===== src/rtl/oalt_pkg.sv =====
package oalt_pkg;

  localparam int DATA_W = 32;
  localparam int POS_W  = 5;

  typedef enum logic [1:0] {
    CMD_INSERT = 2'd0,
    CMD_DELETE = 2'd1,
    CMD_GET    = 2'd2,
    CMD_LOCATE = 2'd3
  } cmd_t;

  // Broadcast from the control logic to every cell of the chain.
  typedef struct packed {
    logic              ins;
    logic              del;
    logic [POS_W-1:0]  pos0;
    logic [DATA_W-1:0] value;
  } cell_ctrl_t;

endpackage


===== src/rtl/oalt_if.sv =====
interface oalt_in_if;
  logic                              valid;
  logic                              ready;
  logic [1:0]                        cmd;
  logic [oalt_pkg::POS_W-1:0]        position;
  logic signed [oalt_pkg::DATA_W-1:0] value;

  modport source (output valid, output cmd, output position, output value, input ready);
  modport sink   (input valid, input cmd, input position, input value, output ready);
endinterface

interface oalt_out_if;
  logic                              valid;
  logic                              ready;
  logic                              ok;
  logic signed [oalt_pkg::DATA_W-1:0] element;
  logic [oalt_pkg::POS_W-1:0]        found_position;
  logic [oalt_pkg::POS_W-1:0]        count;

  modport source (output valid, output ok, output element, output found_position,
                  output count, input ready);
  modport sink   (input valid, input ok, input element, input found_position,
                  input count, output ready);
endinterface


===== src/rtl/ordered_array_list_table_top.sv =====
// Ordered list of CAPACITY signed 32-bit words held in a chain of cells, one word per
// cell, addressed by 1-based position. Every cell shifts or compares in the same clock,
// so each command (insert, delete, get, locate) acts on all cells at once and the result
// appears in the output register on the following cycle; a new command is taken every
// cycle as long as the result side keeps up. Entries hold no reset value and need no
// clearing pass; only the fill count and output valid are cleared by reset. Positions
// above 31 cannot be addressed, and count and found_position carry the low five bits.
module ordered_array_list_table_top #(
  parameter int CAPACITY = 16
) (
  input  logic        clk,
  input  logic        rst_n,
  oalt_in_if.sink     in_ch,
  oalt_out_if.source  out_ch
);

  localparam int CW   = $clog2(CAPACITY + 1);
  localparam int EW   = ((CW > oalt_pkg::POS_W) ? CW : oalt_pkg::POS_W) + 1;
  localparam int NSEL = (CAPACITY < 31) ? CAPACITY : 31;

  logic [CW-1:0] fill_r;
  logic [CW-1:0] fill_nxt;

  logic                        out_valid_r;
  logic                        ok_r;
  logic [oalt_pkg::DATA_W-1:0] element_r;
  logic [oalt_pkg::POS_W-1:0]  found_r;
  logic [oalt_pkg::POS_W-1:0]  count_r;

  logic                        accept;
  oalt_pkg::cmd_t              cmd;
  logic [EW-1:0]               pos_e;
  logic [EW-1:0]               fill_e;
  logic [EW-1:0]               fill_nxt_e;
  logic                        ins_ok;
  logic                        rd_ok;
  logic                        ok_nxt;
  logic [oalt_pkg::DATA_W-1:0] element_nxt;
  logic [oalt_pkg::POS_W-1:0]  found_nxt;
  logic [oalt_pkg::DATA_W-1:0] rd_data;

  oalt_pkg::cell_ctrl_t        ctrl;
  logic [oalt_pkg::DATA_W-1:0] cell_data [CAPACITY];
  logic [oalt_pkg::DATA_W-1:0] from_left [CAPACITY];
  logic [oalt_pkg::DATA_W-1:0] from_right [CAPACITY];
  logic [CAPACITY-1:0]         cell_match;
  logic [CAPACITY-1:0]         cell_sel;

  assign in_ch.ready = !out_valid_r || out_ch.ready;
  assign accept      = in_ch.valid && in_ch.ready;
  assign cmd         = oalt_pkg::cmd_t'(in_ch.cmd);

  assign pos_e  = EW'(in_ch.position);
  assign fill_e = EW'(fill_r);

  assign ins_ok = (in_ch.position != '0) && (pos_e <= fill_e + EW'(1))
                  && (fill_r != CW'(CAPACITY));
  assign rd_ok  = (in_ch.position != '0) && (pos_e <= fill_e);

  assign ctrl.ins   = accept && (cmd == oalt_pkg::CMD_INSERT) && ins_ok;
  assign ctrl.del   = accept && (cmd == oalt_pkg::CMD_DELETE) && rd_ok;
  assign ctrl.pos0  = in_ch.position - oalt_pkg::POS_W'(1);
  assign ctrl.value = in_ch.value;

  for (genvar g = 0; g < CAPACITY; g++) begin : g_cell
    if (g == 0) begin : g_first
      assign from_left[g] = '0;
    end else begin : g_mid_l
      assign from_left[g] = cell_data[g-1];
    end
    if (g == CAPACITY - 1) begin : g_last
      assign from_right[g] = '0;
    end else begin : g_mid_r
      assign from_right[g] = cell_data[g+1];
    end

    oalt_cell #(.IDX(g)) u_cell (
      .clk        (clk),
      .ctrl       (ctrl),
      .left_data  (from_left[g]),
      .right_data (from_right[g]),
      .data       (cell_data[g]),
      .match      (cell_match[g]),
      .sel        (cell_sel[g])
    );
  end

  // Only the first 31 cells can be addressed by a 5-bit position.
  always_comb begin
    rd_data = '0;
    for (int i = 0; i < NSEL; i++) begin
      if (cell_sel[i]) begin
        rd_data = rd_data | cell_data[i];
      end
    end
  end

  // The lowest live cell that matches wins.
  always_comb begin
    found_nxt = '0;
    for (int i = CAPACITY - 1; i >= 0; i--) begin
      if (cell_match[i] && (i < int'(fill_r))) begin
        found_nxt = oalt_pkg::POS_W'(i + 1);
      end
    end
  end

  always_comb begin
    fill_nxt    = fill_r;
    ok_nxt      = 1'b0;
    element_nxt = '0;
    unique case (cmd)
      oalt_pkg::CMD_INSERT: begin
        ok_nxt = ins_ok;
        if (ins_ok) begin
          fill_nxt = fill_r + CW'(1);
        end
      end
      oalt_pkg::CMD_DELETE: begin
        ok_nxt = rd_ok;
        if (rd_ok) begin
          fill_nxt    = fill_r - CW'(1);
          element_nxt = rd_data;
        end
      end
      oalt_pkg::CMD_GET: begin
        ok_nxt = rd_ok;
        if (rd_ok) begin
          element_nxt = rd_data;
        end
      end
      oalt_pkg::CMD_LOCATE: begin
        ok_nxt = 1'b1;
      end
      default: begin
        ok_nxt = 1'b0;
      end
    endcase
  end

  assign fill_nxt_e = EW'(fill_nxt);

  always_ff @(posedge clk) begin
    if (!rst_n) begin
      fill_r      <= '0;
      out_valid_r <= 1'b0;
    end else begin
      if (accept) begin
        fill_r      <= fill_nxt;
        out_valid_r <= 1'b1;
      end else if (out_ch.ready) begin
        out_valid_r <= 1'b0;
      end
    end
  end

  always_ff @(posedge clk) begin
    if (accept) begin
      ok_r      <= ok_nxt;
      element_r <= element_nxt;
      found_r   <= (cmd == oalt_pkg::CMD_LOCATE) ? found_nxt : '0;
      count_r   <= fill_nxt_e[oalt_pkg::POS_W-1:0];
    end
  end

  assign out_ch.valid          = out_valid_r;
  assign out_ch.ok             = ok_r;
  assign out_ch.element        = element_r;
  assign out_ch.found_position = found_r;
  assign out_ch.count          = count_r;

  a_fill_bound: assert property (@(posedge clk) disable iff (!rst_n)
    fill_r <= CW'(CAPACITY))
    else $error("fill count exceeds capacity");

  a_ins_grows: assert property (@(posedge clk) disable iff (!rst_n)
    ctrl.ins |=> fill_r == $past(fill_r) + CW'(1))
    else $error("successful insert did not grow the list");

  a_del_shrinks: assert property (@(posedge clk) disable iff (!rst_n)
    ctrl.del |=> fill_r == $past(fill_r) - CW'(1))
    else $error("successful delete did not shrink the list");

  a_fail_clean: assert property (@(posedge clk) disable iff (!rst_n)
    (out_valid_r && !ok_r) |-> (element_r == '0 && found_r == '0))
    else $error("failed command carries data");

  a_ready_when_empty: assert property (@(posedge clk) disable iff (!rst_n)
    !out_valid_r |-> in_ch.ready)
    else $error("input stalled with empty output register");

endmodule


===== src/rtl/oalt_cell.sv =====
module oalt_cell #(
  parameter int IDX = 0
) (
  input  logic                          clk,
  input  oalt_pkg::cell_ctrl_t          ctrl,
  input  logic [oalt_pkg::DATA_W-1:0]   left_data,
  input  logic [oalt_pkg::DATA_W-1:0]   right_data,
  output logic [oalt_pkg::DATA_W-1:0]   data,
  output logic                          match,
  output logic                          sel
);

  logic [oalt_pkg::DATA_W-1:0] data_r;
  logic [oalt_pkg::DATA_W-1:0] data_nxt;
  logic                        above;

  assign sel   = (32'(ctrl.pos0) == IDX);
  assign above = (32'(ctrl.pos0) < IDX);
  assign match = (data_r == ctrl.value);
  assign data  = data_r;

  // Insert opens a slot at the target by moving everything above it up one cell;
  // delete closes the slot by pulling the upper part down one cell.
  always_comb begin
    data_nxt = data_r;
    if (ctrl.ins) begin
      if (sel) begin
        data_nxt = ctrl.value;
      end else if (above) begin
        data_nxt = left_data;
      end
    end else if (ctrl.del) begin
      if (sel || above) begin
        data_nxt = right_data;
      end
    end
  end

  always_ff @(posedge clk) begin
    data_r <= data_nxt;
  end

endmodule


===== src/flat_wrapper.sv =====
// flat-port wrapper written by rule: the top's interface ports become plain ports
module ordered_array_list_table_top_flat 
#(
  parameter int CAPACITY = 16
)
  (clk, rst_n, in_ch_valid, in_ch_cmd, in_ch_position, in_ch_value, in_ch_ready, out_ch_valid, out_ch_ok, out_ch_element, out_ch_found_position, out_ch_count, out_ch_ready);
  oalt_in_if in_ch_i ();
  oalt_out_if out_ch_i ();
  input  logic clk;
  input  logic rst_n;
  input wire logic [$bits(in_ch_i.valid)-1:0] in_ch_valid;
  input wire logic [$bits(in_ch_i.cmd)-1:0] in_ch_cmd;
  input wire logic [$bits(in_ch_i.position)-1:0] in_ch_position;
  input wire logic [$bits(in_ch_i.value)-1:0] in_ch_value;
  output wire logic [$bits(in_ch_i.ready)-1:0] in_ch_ready;
  output wire logic [$bits(out_ch_i.valid)-1:0] out_ch_valid;
  output wire logic [$bits(out_ch_i.ok)-1:0] out_ch_ok;
  output wire logic [$bits(out_ch_i.element)-1:0] out_ch_element;
  output wire logic [$bits(out_ch_i.found_position)-1:0] out_ch_found_position;
  output wire logic [$bits(out_ch_i.count)-1:0] out_ch_count;
  input wire logic [$bits(out_ch_i.ready)-1:0] out_ch_ready;
  assign in_ch_i.valid = in_ch_valid;
  assign in_ch_i.cmd = in_ch_cmd;
  assign in_ch_i.position = in_ch_position;
  assign in_ch_i.value = in_ch_value;
  assign in_ch_ready = in_ch_i.ready;
  assign out_ch_valid = out_ch_i.valid;
  assign out_ch_ok = out_ch_i.ok;
  assign out_ch_element = out_ch_i.element;
  assign out_ch_found_position = out_ch_i.found_position;
  assign out_ch_count = out_ch_i.count;
  assign out_ch_i.ready = out_ch_ready;
  ordered_array_list_table_top #(.CAPACITY(CAPACITY)) u_core (.clk(clk), .rst_n(rst_n), .in_ch(in_ch_i), .out_ch(out_ch_i));
endmodule

===== config.mk =====
export PLATFORM = sky130hd
export DESIGN_NAME = ordered_array_list_table_top_flat
export DESIGN_NICKNAME = d
export VERILOG_FILES = /design/src/rtl/oalt_pkg.sv /design/src/rtl/oalt_if.sv /design/src/rtl/ordered_array_list_table_top.sv /design/src/rtl/oalt_cell.sv /design/src/flat_wrapper.sv
export SDC_FILE = /design/constraint.sdc
export NUM_CORES = 2
export LEC_CHECK = 0
export ABC_AREA = 1
export BUFFER_PORTS_ARGS = -buffer_cell sky130_fd_sc_hd__buf_2
export CORE_MARGIN = 10
export CORE_UTILIZATION = 23
export CTS_CLUSTER_DIAMETER = 50
export CTS_CLUSTER_SIZE = 8
export DETAILED_ROUTE_END_ITERATION = 6
export PLACE_DENSITY = 0.49
export SLEW_MARGIN = 20
export SYNTH_ARGS = -nofsm -noshare
export SYNTH_HDL_FRONTEND = slang
export SYNTH_SLANG_ARGS = --single-unit

===== constraint.sdc =====
create_clock -name clk -period 8 [get_ports clk]
set_clock_uncertainty 0.05 [all_clocks]
set_input_delay 0.8 -clock clk [delete_from_list [all_inputs] [get_ports clk]]
set_output_delay 0.8 -clock clk [all_outputs]
set_load 0.005 [all_outputs]

# Word level (Yosys, flattened, before mapping)
# Index checks and enable logic that the tools add are counted.
# op_classes
n_eq_ne	52
addsub	4
n_lt_le_gt_ge	33
n_mux	117
n_reduce_logical	83
bitwise_logic	16
# op_table
cell	count
two-way mux 32 bit	95
equality test 32 bit	16
OR 32 bit	15
AND reduction 3 bit	16
inequality test 3 bit (second input constant)	15
equality test 5 x 4 -> 1 bit (second input constant)	8
less-than comparator 4 x 5 -> 1 bit (first input constant)	8
less-than comparator 5 x 4 -> 1 bit (second input constant)	8
nonzero test 2 bit	17
two-way mux 4 bit	8
logical AND 1 bit	24
equality test 5 x 3 -> 1 bit (second input constant)	4
less-than comparator 3 x 5 -> 1 bit (first input constant)	4
less-than comparator 5 x 3 -> 1 bit (second input constant)	4
logical OR 1 bit	16
OR reduction 16 bit	1
two-way mux 5 bit	3
two-way mux 3 bit	4
equality test 5 x 2 -> 1 bit (second input constant)	2
less-than comparator 1 x 5 -> 1 bit (first input constant)	2
less-than comparator 2 x 5 -> 1 bit (first input constant)	2
less-than comparator 5 x 2 -> 1 bit (second input constant)	2
case mux 5 bit (2 select lines)	1
subtractor 5 x 1 -> 5 bit (second input constant)	2
22 further kinds	28
# word_totals
in_bits	43
elab_cells	331
out_inout_bits	45
reg_bits	561

# Longest topological paths before layout
# logic_depth
depth_word	33
mapped_depth	24
ltp_nobuf	23

# Cells and area by module
# Synthesis repeated with hierarchy kept, for this count alone.
# hier_totals
cells_unflattened	6256
hier_area_um2	42444.5
# modules_own_cells
module	cells_per_inst	instances	area_each_um2	seq_area_each_um2
ordered_array_list_table_top	683	1	5416.4	1411.4
oalt_cell (u_core.g_cell[14].u_cell)	396	1	2580.0	960.9
oalt_cell (u_core.g_cell[15].u_cell)	348	1	2447.3	960.9
oalt_cell (u_core.g_cell[6].u_cell)	349	1	2424.8	960.9
oalt_cell (u_core.g_cell[11].u_cell)	348	1	2328.5	960.9
oalt_cell (u_core.g_cell[12].u_cell)	349	1	2326.0	960.9
oalt_cell (u_core.g_cell[10].u_cell)	353	1	2316.0	960.9
oalt_cell (u_core.g_cell[2].u_cell)	351	1	2296.0	960.9
oalt_cell (u_core.g_cell[8].u_cell)	350	1	2293.4	960.9
oalt_cell (u_core.g_cell[9].u_cell)	350	1	2292.2	960.9
oalt_cell (u_core.g_cell[3].u_cell)	349	1	2289.7	960.9
oalt_cell (u_core.g_cell[13].u_cell)	349	1	2288.4	960.9
oalt_cell (u_core.g_cell[4].u_cell)	348	1	2288.4	960.9
oalt_cell (u_core.g_cell[5].u_cell)	349	1	2287.2	960.9
+3 rows	-	-	-	-

# Worst setup path after synthesis
# Ideal clock, no wire load.
# synth_timing
path_type	input to register
from	input port in_ch_position[0]
to	register u_core.g_cell[9].u_cell.data_r, in the netlist u_core.g_cell[9].u_cell.data[0], enable pin
n_path_buf	2
setup_ns	0.441
required_time_ns	7.509
stages	9
arrival_time_ns	4.138
setup_slack_ns	3.372
path_cell_list	buf_4 inv_4 ha_1 xnor2_2 inv_2 nor2_1 nand3_2 buf_2 a31oi_1
# synth_between
elab_chain_len	6
# synth_rtl
element	line_no	source
start, declared	flat_wrapper.sv:13	input wire logic [$bits(in_ch_i.position)-1:0] in_ch_position;
branches (longest 5 deep; another with subtractor 5 x 1 -> 5 bit)	-	
AND reduction 3 bit (no source line) *	-	
end signal, assigned	oalt_cell.sv:40	data_r <= data_nxt;
end, declared	oalt_cell.sv:13	logic [oalt_pkg::DATA_W-1:0] data_r;
# Mark *: on every way between the ends.
# A chain may end at the register's enable or synchronous reset.

# Worst setup path after layout
# layout_timing
from	register u_core.fill_r[0]
to	register u_core.g_cell[10].u_cell.data_r, in the netlist u_core.g_cell[10].u_cell.data[27], data pin
# layout_between
elab_chain_len	6
# layout_rtl
element	line_no	source
start, declared	ordered_array_list_table_top.sv:21	logic [CW-1:0] fill_r;
start signal, assigned	ordered_array_list_table_top.sv:149	fill_r <= fill_nxt;
adder 5 x 1 -> 6 bit	ordered_array_list_table_top.sv:56	assign ins_ok = (in_ch.position != '0) && (pos_e <= fill_e + EW'(1))
<= comparator 5 x 6 -> 1 bit	ordered_array_list_table_top.sv:56	
logical AND 1 bit	ordered_array_list_table_top.sv:56	
logical AND 1 bit *	ordered_array_list_table_top.sv:57	&& (fill_r != CW'(CAPACITY));
logical AND 1 bit *	ordered_array_list_table_top.sv:60	assign ctrl.ins = accept && (cmd == oalt_pkg::CMD_INSERT) && ins_ok;
two-way mux 32 bit *	oalt_cell.sv:26	if (ctrl.ins) begin
via u_core.g_cell[10].u_cell.data_nxt, one bit	oalt_cell.sv:14	logic [oalt_pkg::DATA_W-1:0] data_nxt;
end signal, assigned	oalt_cell.sv:40	
end, declared	oalt_cell.sv:13	
# Mark *: on every way through the listed nets, which the timed path passes. The rest lies on a longest branch.

==> results_dict.tcl <==
set metrics [dict create \
    dr.pass1.iters 7 \
    synth-seq-cells 561 \
    rsz0062_at_grt "false" \
    placed_cell_area_sq_um 40600 \
    start_kind "flip-flop" \
    clockBufferDepth 3 \
    synth_area_per_cell_sq_um 8.34 \
    cellLeakagePower_nw 15.5 \
    synth_area_leaders "edfxtp_1, nand2_1, o21ai_0, o211ai_1, inv_1" \
    synthFlopType "edfxtp_1" \
    post-route-min-period_ps 5250 \
    slew-limit-headroom_pct 12.9 \
    grt_overflow 0 \
    muxShareOfSynthArea_pct 0 \
    portBuffers 87 \
    yosys.area.top_type_share_pct 43.4 \
    tightest_slew_ps 1290 \
    hp-class "primary input to flip-flop" \
    yosysSeqAreaShare_pct 43.8 \
    die_w_um 428 \
    synth_edf_count 555 \
    mostFrequentLayoutCell "nand2_1" \
    cp_max_fo 92 \
    antenna_left 0 \
    outcome "complete, no violations" \
    syn_nets 4664 \
    drive_gt1_share_pct 10.1 \
    cts_resized 0 \
    htreeDepth 3 \
    drt_iter0_drc 7878 \
    dp_hpwl_mm 184 \
    cts_setup_buffers 0 \
    final.setup.worst_slack_ps 2750 \
    drv_cap 0 \
    setup_tns_ps 0 \
    wl_per_cell_um 37.6 \
    grt_pass1_vias 36500 \
    endpoint_kind "flip-flop" \
    synth_fa_ha_area_share_pct 0.685 \
    yosys.area_share.simple_pct 15.1 \
    numCtsBuffers 108 \
    max_freq_mhz 190 \
    finalCritPeriodShare_pct 65.7 \
    vias 40500 \
    cts.reportedPaths.clkPinSlew_ps 50 \
    clk_latency_ps 770 \
    grt_max_degree 228 \
    yosysTopAreaCell "edfxtp_1" \
    io_pins 88 \
    track_usage_pct 26.6 \
    rows 149 \
    critical_path_class "flip-flop to flip-flop" \
    synth-compound-area-share_pct 24.1 \
    final_area_sq_um 44200 \
    area_growth_syn_to_layout_pct 15.1 \
    die_h_um 428 \
    final_cell_mix "nand2_1, edfxtp_1, o21ai_0" \
    via_per_inst 5.94 \
    dp_slack_ps 2920 \
    netlist_instances 4600 \
    crit_required_ps 8410 \
    drc 0 \
    hold_ws_ps 327 \
    syn_area_sq_um 38400 \
    hold_viol 0 \
    gp_congestion 1.06 \
    fin_nets 4608 \
    synth-xor-area-share_pct 5.66 \
    synth_top_family_by_area "compound AO/OA/AOI/OAI gates" \
    cp_data_arrival_time_ps 5660 \
    setup_viol 0 \
    nFillCells 17800 \
    cts.sinks 561 \
    start_util_pct 23.2 \
    clk_root_buffer_cell "clkbuf_16" \
    ir_worst_vdd_v 0.000180 \
    grt_pass1_wl_mm 339 \
    antenna_found_initial 21 \
    dieArea_sq_um 184000 \
    core_sq_um 165000 \
    cts_tree "done" \
    async_flop_share_pct 0 \
    yosys_warnings 0 \
    maxSlewViolCount 0 \
    synth_cell_types 60 \
    routed_wl_mm 257 \
    power_density_nw_per_um2 211 \
    hold_buffers 0 \
]
## metal layers
metal	share of wire, %	routed length, um	up-vias	GRT usage, %
li1	-	-	16300	-
met1	37	96000	19900	33.6
met2	40	104000	3559	38.1
met3	13	34300	845	8.74
met4	8.9	22800	16	18.0
met5	0.041	105	-	0
## worst paths after layout
kind,startpoint,to,slack [ps],cells after the start
max,u_core.fill_r[0],u_core.g_cell[10].u_cell.data[27],2750,19
min,out_ch_ready,u_core.out_ch.valid,330,4
max reg2reg,u_core.fill_r[0],u_core.g_cell[10].u_cell.data[27],2750,19
min reg2reg,u_core.out_ch.valid,u_core.out_ch.valid,470,2
## sequential cells by signal, indices dropped and copies added (netlist names)
register	count
u_core.out_ch.valid	1
u_core.out_ch.count	5
u_core.out_ch.element	32
u_core.out_ch.ok	1
u_core.out_ch.found_position	5
u_core.g_cell.u_cell.data	512
u_core.fill_r	5
## cell usage after synthesis, types with 106 or more instances
cell	number
nand2_1	993
a21oi_1	119
nor2_1	200
inv_1	465
o211ai_1	346
buf_2	181
xnor2_1	157
o21ai_1	106
edfxtp_1	555
o22ai_1	232
o21ai_0	530
clkbuf_1	110
## layout make-up
class,count,area [sq um],share of cell area (%)
Multi-Input combinational cell,3158,17700,40.1
Sequential cell,561,16800,38.0
Clock buffer,125,2770,6.27
Tap cell,2189,2740,6.20
Inverter,494,1870,4.24
Timing Repair Buffer,221,1470,3.32
Clock inverter,67,781,1.77
Antenna cell,7,17.5,0.0397
## worst max-delay path, cell delays in order, from the launching register on
cell and delay [ps]:
dfxtp_1 490, inv_1 210, ha_1 340, inv_1 60, ha_1 270, inv_1 80
nor2_1 50, nor2_1 110, o21bai_1 70, a21oi_1 140, nor2_1 50, o221ai_1 190
nand2_2 130, clkinv_2 120, nand2_2 90, nor2_4 160, buf_4 500, buf_4 870
buf_4 690, o21ai_0 190
## cells by family (layout without fill, tap and decap cells)
kind of cell | after synthesis | in the layout
and+or+nand+nor | 1399 | 1399
DFF | 561 | 561
xor gates and xnor gates | 245 | 245
other | 0 | 7
adders and majority gates | 21 | 21
AOI/OAI and AO/OA | 1493 | 1493
buffers and inverters | 881 | 907
## where the power goes
group / switching, mW / total (mW) / internal, mW / leakage [nW]
Clock: 1.78 / 4.69 / 2.91 / 1.71
Combinational: 0.925 / 1.19 / 0.264 / 8.69
Sequential: 0.104 / 3.42 / 3.32 / 5.12
Total: 2.81 / 9.30 / 6.49 / 15.5
## metrics by stage
stage	utilization [%]	total power, mW	cells
final	26.7	9.30	6822
after global routing	26.7	9.44	6818
after CTS	26.7	9.24	6815
after detailed placement	24.5	4.60	6623
after global placement	24.5	4.60	6623
after floorplan	-	4.01	4600
Note: power is estimated with default switching activity, not from simulation.
